### src/rtl/gregorian_date_add_days_macros.svh
// Assertion macros shared by the date adder RTL.
// Expects clk and arst_n in the scope of each use.
`ifndef GREGORIAN_DATE_ADD_DAYS_MACROS_SVH
`define GREGORIAN_DATE_ADD_DAYS_MACROS_SVH

`ifndef ASSERT_OFF
// Check that cons holds in the same cycle as ante.
`define GDAD_ASSERT_IMP(lbl, ante, cons, msg) \
	lbl: assert property (@(posedge clk) disable iff (!arst_n) (ante) |-> (cons)) \
		else $error(msg);
// Check that cons holds in the cycle after ante.
`define GDAD_ASSERT_NXT(lbl, ante, cons, msg) \
	lbl: assert property (@(posedge clk) disable iff (!arst_n) (ante) |=> (cons)) \
		else $error(msg);
`else
`define GDAD_ASSERT_IMP(lbl, ante, cons, msg)
`define GDAD_ASSERT_NXT(lbl, ante, cons, msg)
`endif

`endif

### src/rtl/gdad_pkg.sv
// Shared types, constants and calendar helpers for the date adder.
// No dependencies; used by gdad_seq and gregorian_date_add_days.
package gdad_pkg;

	localparam logic [13:0] YEAR_MAX    = 14'd9999;
	localparam logic [13:0] YEAR_CYCLE  = 14'd400;
	localparam logic [8:0]  CYCLE_LAST  = 9'd399;
	localparam logic [8:0]  DAYS_LEAP   = 9'd366;
	localparam logic [8:0]  DAYS_COMMON = 9'd365;
	localparam logic [3:0]  MONTH_FIRST = 4'd1;
	localparam logic [3:0]  MONTH_FEB   = 4'd2;
	localparam logic [3:0]  MONTH_LAST  = 4'd12;
	localparam logic [4:0]  DAY_LAST    = 5'd31;

	localparam logic [4:0] MONTH_LEN [0:12] = '{
		5'd0, 5'd31, 5'd28, 5'd31, 5'd30, 5'd31, 5'd30,
		5'd31, 5'd31, 5'd30, 5'd31, 5'd30, 5'd31
	};

	typedef enum logic [2:0] {
		S_IDLE,
		S_MOD,
		S_CLAMP,
		S_MSUM,
		S_ADDCNT,
		S_YEAR,
		S_MONTH,
		S_DONE
	} state_t;

	// Finished result handed from the sequencer to the output register
	typedef struct packed {
		logic        valid;
		logic        over;
		logic [13:0] year;
		logic [3:0]  month;
		logic [4:0]  day;
	} done_t;

	// Leap status from the year's position in the 400-year cycle
	function automatic logic leap_of(input logic [8:0] r);
		logic century;
		century = (r == 9'd100) || (r == 9'd200) || (r == 9'd300);
		return (r == 9'd0) || ((r[1:0] == 2'd0) && !century);
	endfunction

	// Length of a month, February stretched in leap years
	function automatic logic [4:0] month_days(input logic [3:0] m, input logic leap);
		logic [3:0] idx;
		logic [4:0] len;
		idx = (m == 4'd0) ? MONTH_FIRST : ((m > MONTH_LAST) ? MONTH_LAST : m);
		len = MONTH_LEN[idx];
		if ((idx == MONTH_FEB) && leap) begin
			len = 5'd29;
		end
		return len;
	endfunction

endpackage

### src/rtl/gdad_alu.sv
// Shared add/subtract unit with sign and zero flags.
// No dependencies; driven by gdad_seq through the top level.
module gdad_alu #(
	parameter int W = 22
) (
	input  logic [W-1:0] op_a,
	input  logic [W-1:0] op_b,
	input  logic         sub,
	output logic [W-1:0] value,
	output logic         neg,
	output logic         zero
);

	logic [W:0] full;

	// Add or subtract at one extra bit to catch the borrow
	always_comb begin
		if (sub) begin
			full = {1'b0, op_a} - {1'b0, op_b};
		end else begin
			full = {1'b0, op_a} + {1'b0, op_b};
		end
	end

	assign value = full[W-1:0];
	assign neg   = sub & full[W];
	assign zero  = (full[W-1:0] == '0);

endmodule

### src/rtl/gdad_seq.sv
// Sequencer and working registers of the date adder.
// Uses gdad_pkg and the assertion macros; drives the shared gdad_alu.
`include "gregorian_date_add_days_macros.svh"

module gdad_seq
	import gdad_pkg::*;
#(
	parameter int COUNT_WIDTH = 20,
	parameter int UNIT_W      = 22
) (
	input  logic                   clk,
	input  logic                   arst_n,
	input  logic                   start,
	input  logic [13:0]            start_year,
	input  logic [3:0]             start_month,
	input  logic [4:0]             start_day,
	input  logic [COUNT_WIDTH-1:0] count,
	output logic                   busy,
	output logic [UNIT_W-1:0]      alu_a,
	output logic [UNIT_W-1:0]      alu_b,
	output logic                   alu_sub,
	input  logic [UNIT_W-1:0]      alu_value,
	input  logic                   alu_neg,
	input  logic                   alu_zero,
	output done_t                  done,
	input  logic                   take
);

	state_t                 state_q, state_d;
	logic [UNIT_W-1:0]      acc_q;
	logic [13:0]            year_q;
	logic [8:0]             r400_q;
	logic [3:0]             month_q;
	logic [4:0]             day_q;
	logic [3:0]             mcnt_q;
	logic [COUNT_WIDTH-1:0] count_q;
	logic                   over_q;

	logic       leap;
	logic       alu_gt;
	logic [4:0] mlen;
	logic [4:0] dmax;
	logic [4:0] day_c;
	logic [13:0] year_c;
	logic [3:0]  month_c;

	assign leap   = leap_of(r400_q);
	assign alu_gt = !alu_neg && !alu_zero;
	assign mlen   = month_days(mcnt_q, leap);
	assign dmax   = month_days(month_q, leap);

	// Clean up the incoming date fields
	assign year_c  = (start_year == 14'd0) ? 14'd1 : start_year;
	assign month_c = (start_month == 4'd0) ? MONTH_FIRST :
		((start_month > MONTH_LAST) ? MONTH_LAST : start_month);
	assign day_c   = (day_q == 5'd0) ? 5'd1 : ((day_q > dmax) ? dmax : day_q);

	// Next state
	always_comb begin
		state_d = state_q;
		unique case (state_q)
			S_IDLE: begin
				if (start) begin
					state_d = (year_c > YEAR_MAX) ? S_DONE : S_MOD;
				end
			end
			S_MOD: begin
				if (alu_neg) begin
					state_d = S_CLAMP;
				end
			end
			S_CLAMP: state_d = S_MSUM;
			S_MSUM: begin
				if (mcnt_q >= month_q) begin
					state_d = S_ADDCNT;
				end
			end
			S_ADDCNT: state_d = S_YEAR;
			S_YEAR: begin
				if (!alu_gt) begin
					state_d = S_MONTH;
				end else if (year_q >= YEAR_MAX) begin
					state_d = S_DONE;
				end
			end
			S_MONTH: begin
				if (!((mcnt_q < MONTH_LAST) && alu_gt)) begin
					state_d = S_DONE;
				end
			end
			S_DONE: begin
				if (take) begin
					state_d = S_IDLE;
				end
			end
			default: state_d = S_IDLE;
		endcase
	end

	// Operand selection for the shared unit
	always_comb begin
		alu_a   = acc_q;
		alu_b   = '0;
		alu_sub = 1'b1;
		unique case (state_q)
			S_MOD:    alu_b = UNIT_W'(YEAR_CYCLE);
			S_MSUM: begin
				alu_b   = UNIT_W'(mlen);
				alu_sub = 1'b0;
			end
			S_ADDCNT: begin
				alu_b   = UNIT_W'(count_q);
				alu_sub = 1'b0;
			end
			S_YEAR:   alu_b = UNIT_W'(leap ? DAYS_LEAP : DAYS_COMMON);
			S_MONTH:  alu_b = UNIT_W'(mlen);
			default:  alu_b = '0;
		endcase
	end

	assign busy = (state_q != S_IDLE);

	// Present the finished date, saturated on overflow
	always_comb begin
		done.valid = (state_q == S_DONE);
		done.over  = over_q;
		done.year  = over_q ? YEAR_MAX : year_q;
		done.month = over_q ? MONTH_LAST : mcnt_q;
		done.day   = over_q ? DAY_LAST : acc_q[4:0];
	end

	// State register
	always_ff @(posedge clk or negedge arst_n) begin
		if (!arst_n) begin
			state_q <= S_IDLE;
		end else begin
			state_q <= state_d;
		end
	end

	// Working registers: advance the accumulator and counters per step
	always_ff @(posedge clk) begin
		case (state_q)
			S_IDLE: begin
				if (start) begin
					year_q  <= year_c;
					month_q <= month_c;
					day_q   <= start_day;
					count_q <= count;
					acc_q   <= UNIT_W'(year_c);
					over_q  <= (year_c > YEAR_MAX);
				end
			end
			S_MOD: begin
				if (alu_neg) begin
					r400_q <= acc_q[8:0];
				end else begin
					acc_q <= alu_value;
				end
			end
			S_CLAMP: begin
				acc_q  <= UNIT_W'(day_c);
				mcnt_q <= MONTH_FIRST;
			end
			S_MSUM: begin
				if (mcnt_q < month_q) begin
					acc_q  <= alu_value;
					mcnt_q <= mcnt_q + 4'd1;
				end
			end
			S_ADDCNT: acc_q <= alu_value;
			S_YEAR: begin
				if (!alu_gt) begin
					mcnt_q <= MONTH_FIRST;
				end else if (year_q >= YEAR_MAX) begin
					over_q <= 1'b1;
				end else begin
					acc_q  <= alu_value;
					year_q <= year_q + 14'd1;
					r400_q <= (r400_q == CYCLE_LAST) ? 9'd0 : r400_q + 9'd1;
				end
			end
			S_MONTH: begin
				if ((mcnt_q < MONTH_LAST) && alu_gt) begin
					acc_q  <= alu_value;
					mcnt_q <= mcnt_q + 4'd1;
				end
			end
			default: ;
		endcase
	end

	`GDAD_ASSERT_IMP(a_month_range, (state_q == S_MONTH),
		((mcnt_q >= MONTH_FIRST) && (mcnt_q <= MONTH_LAST)), "month counter out of range")
	`GDAD_ASSERT_IMP(a_year_range, (state_q == S_YEAR),
		((year_q != 14'd0) && (year_q <= YEAR_MAX)), "year left 1..9999 while stepping")
	`GDAD_ASSERT_NXT(a_year_step,
		((state_q == S_YEAR) && alu_gt && (year_q < YEAR_MAX)),
		(year_q == $past(year_q) + 14'd1), "year step lost")
	`GDAD_ASSERT_IMP(a_day_range, ((state_q == S_DONE) && !over_q),
		((acc_q != '0) && (acc_q <= UNIT_W'(DAY_LAST))), "day of month out of range")

endmodule

### src/rtl/gregorian_date_add_days.sv
// Gregorian date adder: date plus a day count gives a later date.
// Input channel: date_valid/date_stall with start_year, start_month,
// start_day and days_to_add; an item is taken when valid is high and
// stall is low. date_stall stays high from acceptance until the result
// has moved into the output register.
// Output channel: result_valid/result_stall with result_year,
// result_month, result_day and year_overflow. The output register holds
// a result while result_stall is high, and a new date may be accepted
// in the meantime; the finished next result then waits in the
// sequencer until the register frees.
// Steps in order: year reduced modulo 400, day clamped, lengths of the
// months before the start month summed, the count added, whole years
// stepped off, then months stepped off. One item is in work at a time;
// all steps share one add/subtract unit.
// Reset (arst_n low) empties the sequencer and the output register.
// Uses gdad_pkg, gdad_alu, gdad_seq and the assertion macros.
`include "gregorian_date_add_days_macros.svh"

module gregorian_date_add_days
	import gdad_pkg::*;
#(
	parameter int COUNT_WIDTH = 20
) (
	input  logic                   clk,
	input  logic                   arst_n,
	input  logic                   date_valid,
	output logic                   date_stall,
	input  logic [13:0]            start_year,
	input  logic [3:0]             start_month,
	input  logic [4:0]             start_day,
	input  logic [COUNT_WIDTH-1:0] days_to_add,
	output logic                   result_valid,
	input  logic                   result_stall,
	output logic [13:0]            result_year,
	output logic [3:0]             result_month,
	output logic [4:0]             result_day,
	output logic                   year_overflow
);

	localparam int REM_W  = COUNT_WIDTH + 2;
	localparam int UNIT_W = (REM_W > 14) ? REM_W : 14;

	logic              busy;
	logic              start;
	logic              take;
	done_t             done;
	logic [UNIT_W-1:0] alu_a;
	logic [UNIT_W-1:0] alu_b;
	logic              alu_sub;
	logic [UNIT_W-1:0] alu_value;
	logic              alu_neg;
	logic              alu_zero;
	logic              valid_q;

	assign date_stall = busy;
	assign start      = date_valid && !busy;
	assign take       = done.valid && (!valid_q || !result_stall);

	gdad_alu #(
		.W(UNIT_W)
	) u_alu (
		.op_a  (alu_a),
		.op_b  (alu_b),
		.sub   (alu_sub),
		.value (alu_value),
		.neg   (alu_neg),
		.zero  (alu_zero)
	);

	gdad_seq #(
		.COUNT_WIDTH(COUNT_WIDTH),
		.UNIT_W     (UNIT_W)
	) u_seq (
		.clk         (clk),
		.arst_n      (arst_n),
		.start       (start),
		.start_year  (start_year),
		.start_month (start_month),
		.start_day   (start_day),
		.count       (days_to_add),
		.busy        (busy),
		.alu_a       (alu_a),
		.alu_b       (alu_b),
		.alu_sub     (alu_sub),
		.alu_value   (alu_value),
		.alu_neg     (alu_neg),
		.alu_zero    (alu_zero),
		.done        (done),
		.take        (take)
	);

	// Output valid: set on load, drop once the item is taken
	always_ff @(posedge clk or negedge arst_n) begin
		if (!arst_n) begin
			valid_q <= 1'b0;
		end else if (take) begin
			valid_q <= 1'b1;
		end else if (!result_stall) begin
			valid_q <= 1'b0;
		end
	end

	// Output payload: load the finished date, hold while stalled
	always_ff @(posedge clk) begin
		if (take) begin
			result_year   <= done.year;
			result_month  <= done.month;
			result_day    <= done.day;
			year_overflow <= done.over;
		end
	end

	assign result_valid = valid_q;

	`GDAD_ASSERT_IMP(a_out_year, valid_q,
		((result_year != 14'd0) && (result_year <= YEAR_MAX)), "result year out of range")
	`GDAD_ASSERT_IMP(a_out_sat, (valid_q && year_overflow),
		((result_year == YEAR_MAX) && (result_month == MONTH_LAST) &&
		(result_day == DAY_LAST)), "overflow result not saturated")

endmodule
### config.mk
export PLATFORM = sky130hd
export DESIGN_NAME = gregorian_date_add_days
export DESIGN_NICKNAME = d
export VERILOG_FILES = /design/src/rtl/gdad_pkg.sv /design/src/rtl/gdad_alu.sv /design/src/rtl/gdad_seq.sv /design/src/rtl/gregorian_date_add_days.sv
export VERILOG_INCLUDE_DIRS = /design/src /design/src/rtl
export SDC_FILE = /design/constraint.sdc
export NUM_CORES = 1
export LEC_CHECK = 0
export ABC_CLOCK_PERIOD_IN_PS = 5830
export BUFFER_PORTS_ARGS = -buffer_cell sky130_fd_sc_hd__buf_2
export CAP_MARGIN = 30
export CORE_ASPECT_RATIO = 0.5
export CORE_MARGIN = 4
export CORE_UTILIZATION = 52
export CTS_CLUSTER_DIAMETER = 60
export DETAILED_ROUTE_END_ITERATION = 16
export PLACE_DENSITY_LB_ADDON = 0.25
export SLEW_MARGIN = 25
export SYNTH_ARGS = -nofsm -noshare
export SYNTH_HDL_FRONTEND = slang
export SYNTH_SLANG_ARGS = --single-unit
### constraint.sdc
create_clock -name clk -period 5.83 [get_ports clk]
set_input_delay 0.2915 -clock clk [delete_from_list [all_inputs] [get_ports clk]]
set_output_delay 0.2915 -clock clk [all_outputs]
set_load 0.02 [all_outputs]
=== Yosys cells after proc, flatten, opt, wreduce, memory -nomap -nowiden ===
Memories as Yosys holds them, arrays and structs flattened.
Index checks and enable logic that the tools add are counted.

* Mux-type cells: 53
* Reduce and logical (&&, ||, !) cells: 41
* Equality and inequality tests: 27
* Bitwise operators: 3
* $add $sub $neg: 5
* $lt $le $gt $ge: 11

{| class="wikitable"
|+ Operators with widths
! cell !! number
|-
| 22-bit case mux with 7 select lines || 1
|-
| 22-bit two-way mux || 6
|-
| 22-bit case mux with 4 select lines || 1
|-
| 14-bit two-way mux || 4
|-
| 5-bit two-way mux || 8
|-
| 9-bit two-way mux || 4
|-
| 4-bit two-way mux || 8
|-
| 14-bit case mux with 2 select lines || 1
|-
| 3-bit two-way mux || 8
|-
| 3-bit case mux with 8 select lines || 1
|-
| 22-bit by 22-bit adder with 23-bit output || 1
|-
| 23-bit two-way mux || 1
|-
| 22-bit by 22-bit subtractor with 23-bit output || 1
|-
| 22-bit zero test || 1
|-
| 9-bit equality test, second input constant || 2
|-
| 9-bit case mux with 2 select lines || 1
|-
| 4-bit case mux with 4 select lines || 1
|-
| 4-bit AND reduction || 4
|-
| 14-bit by 1-bit adder with 14-bit output, second input constant || 1
|-
| 14-bit >= comparator, second input constant || 1
|-
| 14-bit > comparator, second input constant || 1
|-
| 14-bit zero test || 1
|-
| 2-bit by 1-bit != test with 1-bit output, second input constant || 7
|-
| 3-bit equality test, second input constant || 4
|-
| other kinds (36) || 71
|}

* Register bits after elaboration: 107
* Bits in read-only memories: 160
* Bits of input ports: 47
* Memories: 2
* Word-level logic and storage cells: 157

{| class="wikitable"
|+ Memories
! name !! words !! bits a word !! read ports !! clocked after Yosys merged registers in !! wr ports !! RTL line !! RTL
|-
| (no name shown) || 16 || 5 || 1 || 0 || 0 || gdad_pkg.sv:52 || <nowiki>len = MONTH_LEN[idx];</nowiki>
|-
| (no name shown) || 16 || 5 || 1 || 0 || 0 || gdad_pkg.sv:52 ||
|}

=== Longest topological paths before layout ===
* Word-level depth: 17
* Mapped depth: 26
* Depth with buffers taken out: 22

=== Hierarchy ===
From an unflattened synthesis, not the netlist that was laid out.

* Cells, all modules: 776
* Area total of the unflattened synthesis: 7328.3 um2

{| class="wikitable"
|+ Modules (own cells, without submodules)
! module !! sequential area each (um2) !! area each (um2) !! cells an instance !! instances
|-
| gdad_seq || 2447.3 || 4608.2 || 466 || 1
|-
| gdad_alu || 0.0 || 1949.4 || 282 || 1
|-
| gregorian_date_add_days || 745.7 || 770.7 || 28 || 1
|}

=== Least setup slack after synthesis ===
No wires, ideal clock.

* Path type: register -> register
* Start point: register u_seq.r400_q[3]
* End point: register u_seq.acc_q[0], in the netlist u_seq.alu_a[0], enable pin
* Data required time: 5.450 ns
* Arrival: 5.451 ns
* Buffers on the path: 3
* Clock period less this slack: 5.831 ns
* Cell stages (with the launch flop): 25
* Setup slack: -0.001 ns
* Cells stage by stage: edfxtp_1 > or3b_1 > a211o_1 > a21o_1 > a31oi_1 > o21ai_1 > a31oi_1 > ha_1 > clkbuf_1 > o21ai_0 > nor2b_1 > nor2_1 > a21oi_1 > o22ai_1 > ha_1 > buf_6 > a2111o_1 > o211a_1 > o211a_1 > nor3_1 > a2111oi_2 > nand4_1 > and2_4 > buf_6 > o2111a_1

* Longest elaborated chain between the ends: 17
* Elaborated cells on any way between the ends: 26

{| class="wikitable"
|+ Ends and longest elaborated chain
! element !! RTL line !! RTL
|-
| start: declaration || gdad_seq.sv:32 || <nowiki>logic [8:0] r400_q;</nowiki>
|-
| start signal: assignment || gdad_seq.sv:156 || <nowiki>r400_q <= acc_q[8:0];</nowiki>
|-
| start signal: assignment || gdad_seq.sv:180 || <nowiki>r400_q <= (r400_q == CYCLE_LAST) ? 9'd0 : r400_q + 9'd1;</nowiki>
|-
| 9-bit by 7-bit equality test with 1-bit output or 9-bit by 8-bit equality test with 1-bit output (tied branches) || gdad_pkg.sv:43 || <nowiki>century = (r == 9'd100) || (r == 9'd200) || (r == 9'd300);</nowiki>
|-
| 1-bit logical OR (2 in a row) || gdad_pkg.sv:43 ||
|-
| 1-bit zero test || gdad_pkg.sv:44 || <nowiki>return (r == 9'd0) || ((r[1:0] == 2'd0) && !century);</nowiki>
|-
| 1-bit logical AND || gdad_pkg.sv:44 ||
|-
| 1-bit logical OR (*) || gdad_pkg.sv:44 ||
|-
| 1-bit logical AND || gdad_pkg.sv:53 || <nowiki>if ((idx == MONTH_FEB) && leap) begin</nowiki>
|-
| 5-bit two-way mux || gdad_pkg.sv:53 ||
|-
| 22-bit case mux with 4 select lines (*) || gdad_seq.sv:105 || <nowiki>unique case (state_q)</nowiki>
|-
| 22-bit by 22-bit subtractor with 23-bit output or 22-bit by 22-bit adder with 23-bit output (tied branches) || gdad_alu.sv:19, gdad_alu.sv:21 ||
|-
| 23-bit two-way mux (*) || gdad_alu.sv:18 || <nowiki>if (sub) begin</nowiki>
|-
| 22-bit zero test or 1-bit bitwise AND (tied branches) || gdad_alu.sv:27, gdad_alu.sv:26 ||
|-
| 1-bit zero test || gdad_seq.sv:48 || <nowiki>assign alu_gt = !alu_neg && !alu_zero;</nowiki>
|-
| 1-bit logical AND || gdad_seq.sv:48 ||
|-
| 1-bit logical AND || gdad_seq.sv:184 || <nowiki>if ((mcnt_q < MONTH_LAST) && alu_gt) begin</nowiki>
|-
| 2-bit by 1-bit != test with 1-bit output (no source line) || -- ||
|-
| 7-bit AND reduction (no source line) (*) || -- ||
|-
| end signal: assignment || gdad_seq.sv:171 || <nowiki>S_ADDCNT: acc_q <= alu_value;</nowiki>
|-
| end signal: assignment || gdad_seq.sv:178 || <nowiki>acc_q <= alu_value;</nowiki>
|-
| end signal: assignment || gdad_seq.sv:185 || <nowiki>acc_q <= alu_value;</nowiki>
|-
| end: declaration || gdad_seq.sv:30 || <nowiki>logic [UNIT_W-1:0] acc_q;</nowiki>
|}

Mark *: on every way between the ends. The rest lies on a longest branch, timed or not.
A chain may end at the register's enable or synchronous reset.

=== Worst setup path after layout ===
* Start point: register u_seq.r400_q[3]
* End point: register u_seq.acc_q[10], in the netlist u_seq.alu_a[10], enable pin

Same word-level chain as after synthesis.

==> out/metrics.yaml <==
synthMuxAreaShare_pct: 1.02
finalNetCount: 910
start_util_pct: 54.7
grt_use_total_pct: 23.1
cts_buffer_depth: 2
yosysWarnings: 0
synth-xor-area-share_pct: 3.80
die_h_um: 90.9
synth_edf_count: 103
post-route-period-util_pct: 95.8
grt.overflow.total: 0
synthSimpleGateAreaFrac_pct: 20.2
status: "finished clean"
vias_per_cell: 6.16
finalClockSkew_ns: 0.00817
ios: 73
rsz0062_at_grt: "false"
seq_area_frac_synth_pct: 44.7
start_kind: "flop"
synth-compound-area-share_pct: 19.9
diodes: 0
die-area_um2: 15800
rows: 29
grt_first_pass_wirelength_mm: 29.4
core_area_um2: 13100
io_buffers: 72
cap_viol_max_count: 0
hold_class: "in -> reg"
grt_pass1_vias: 5597
place_area_um2: 7840
final_antenna_net_count: 0
reg2regPathDepth: 23
synth_seq_cells: 107
netlist_instances: 739
htree_levels: 3
drv_slew: 0
dr.pass1.iters: 5
cp.arrival_ns: 5.69
reg2reg_slack_ns: 0.24
cp-startpoint: "u_seq.r400_q[3]"
r2r_end: "u_seq.alu_a[10]"
synth_top_family_by_area: "simple AND/OR/NAND/NOR gates"
cts_root_buffer: "clkbuf_16"
numCtsBuffers: 9
hpwl_mm: 14.3
syn_area_um2: 7150
cp.required_ns: 5.94
routed_wl_mm: 18.6
endpoint: "u_seq.alu_a[10]"
period_needed_ns: 5.59
clk_pin_slew_ns: 0.08
fin_setup_tns_ns: 0
finalInstanceArea_um2: 8260
gp_congestion: 0.953
endpoint_kind: "flop"
hold_viol: 0
die_w_um: 174
synthArstFlopShare_pct: 3.74
cts_tree: "built"
crit_type: "reg -> reg"
timing.fmax_mhz: 179
drt_iter0_markers: 725
worstPathMaxFanout: 22
layout_common_cells: "103 x edfxtp_1, 72 x buf_2, 67 x nor2_1, 64 x nand2_1, 40 x a21oi_1"
antenna_found_initial: 0
grt_max_degree: 32
synth_ff_type: "edfxtp_1"
area_growth_pct: 15.6
yosysUniqueCellTypes: 74
drc: 0
vias: 6164
drive_gt1_share_pct: 21.0
layout.cells.most_common: "edfxtp_1"
synth_adder_area_share_pct: 6.76
slew_headroom_pct: 49.6
synth_area_per_cell_um2: 9.67
setup_violations: 0
worstMarginPinSlew_ns: 0.750
clk_latency_ns: 0.35
cts.sinks: 107
timing.rr.start: "u_seq.r400_q[3]"
wl_per_cell_um: 18.6
-- per-layer routing --
layer	track usage, %	wire length (um)	vias to the layer above
li1	-	-	2947
met1	34.1	8420	2896
met2	35.3	8210	302
met3	4.94	1720	19
met4	4.67	228	0
met5	0	0	-
-- cell families (layout without fill, tap and decap cells) --
logic type,count (synthesis),count (layout)
mux,7,7
xor+xnor,31,31
other cells,1,3
fa+ha+maj,38,38
simple gates,285,285
flops,107,107
buf+inv,59,148
compound gates,211,211
-- worst max-delay path, stage by stage (launching register included) --
cell and delay [ns]:
edfxtp_1 0.39, or3b_1 0.38, a211o_1 0.29, a21o_1 0.23, nand2_2 0.11, o22ai_1 0.11
a21oi_2 0.26, ha_2 0.26, o21ai_2 0.08, nor2b_4 0.17, nor2_4 0.08, a21o_1 0.19
ha_1 0.32, and2_4 0.18, a221o_2 0.40, buf_4 0.16, or2_0 0.19, o211ai_1 0.26
nand4_1 0.19, nor4_2 0.17, nand4_1 0.21, and2_4 0.26, o2111a_2 0.28, buf_12 0.17
-- synth_stat cells, drive strengths merged, types with 5 or more instances --
cell type | count | area share (%)
nor4 | 12 | 1.2
a21oi | 44 | 3.1
nand3 | 31 | 2.2
nand2b | 12 | 1.1
or2 | 17 | 1.5
ha | 37 | 6.5
o22ai | 5 | 0.44
nor3 | 15 | 1.1
nor2b | 18 | 1.6
nand3b | 6 | 0.63
buf | 7 | 0.82
and2 | 10 | 0.91
inv | 26 | 1.4
edfxtp | 103 | 43
o21ai | 47 | 3.3
o21a | 7 | 0.74
a31oi | 14 | 1.3
clkbuf | 26 | 1.4
xor2 | 15 | 1.8
o221ai | 6 | 0.74
and3 | 6 | 0.53
xnor2 | 16 | 2.0
nor2 | 69 | 3.6
a21o | 29 | 3.0
mux2i | 5 | 0.70
nand2 | 65 | 3.4
o211ai | 11 | 1.2
nand4 | 12 | 1.1
o31ai | 9 | 0.95
-- flip-flops by register name (all words and copies together) (netlist names), 5 cells and up --
name           flops
result_day         5
result_year       14
u_seq.alu_a       22
u_seq.count_q     20
u_seq.day_q        5
u_seq.r400_q       9
u_seq.year_q      14
-- metrics by stage --
stage                     hold WS (ns)  std cells  setup WS, ns  util, %
after floorplan               -0.00409        741         0.222        -
after global placement           0.117        981         0.381     59.9
after detailed placement         0.118        981         0.236     60.0
after CTS                        0.106        998         0.161     62.4
after global routing            0.0997       1000      0.000935     63.2
final                            0.108       1000         0.245     63.2
-- cell type report --
| class | count | area, um^2 |
|---|---|---|
| well taps | 170 | 213 |
| repair buffers | 106 | 631 |
| flip-flops and latches | 107 | 3190 |
| multi-input cells | 575 | 3820 |
| inverters | 26 | 97.6 |
| clock inverters | 7 | 80.1 |
| clock buffers | 9 | 225 |
| fillers | 1088 | 4800 |
-- timing repair --
action	4_1_cts	5_1_grt
setup buffers	0	2
resized for setup	0	21
endpoints found under the hold margin	4	0
hold buffers	1	0
setup endpoints to repair	0	49
-- how the worst min path moves through the flow --
stage	depth (start not counted)	end	slack [ns]	start
3_5_place_dp	1	u_seq.state_q[2]	0.12	arst_n
6_report	1	u_seq.count_q[2]	0.11	days_to_add[2]
5_1_grt	1	u_seq.count_q[5]	0.1	days_to_add[5]
2_1_floorplan	0	result_valid	-0.004	arst_n
3_3_place_gp	1	u_seq.state_q[2]	0.12	arst_n
4_1_cts	1	u_seq.count_q[2]	0.11	days_to_add[2]
Power is not shown: default switching activity piles up to over one toggle a cycle in this logic, so the estimate is an artifact.
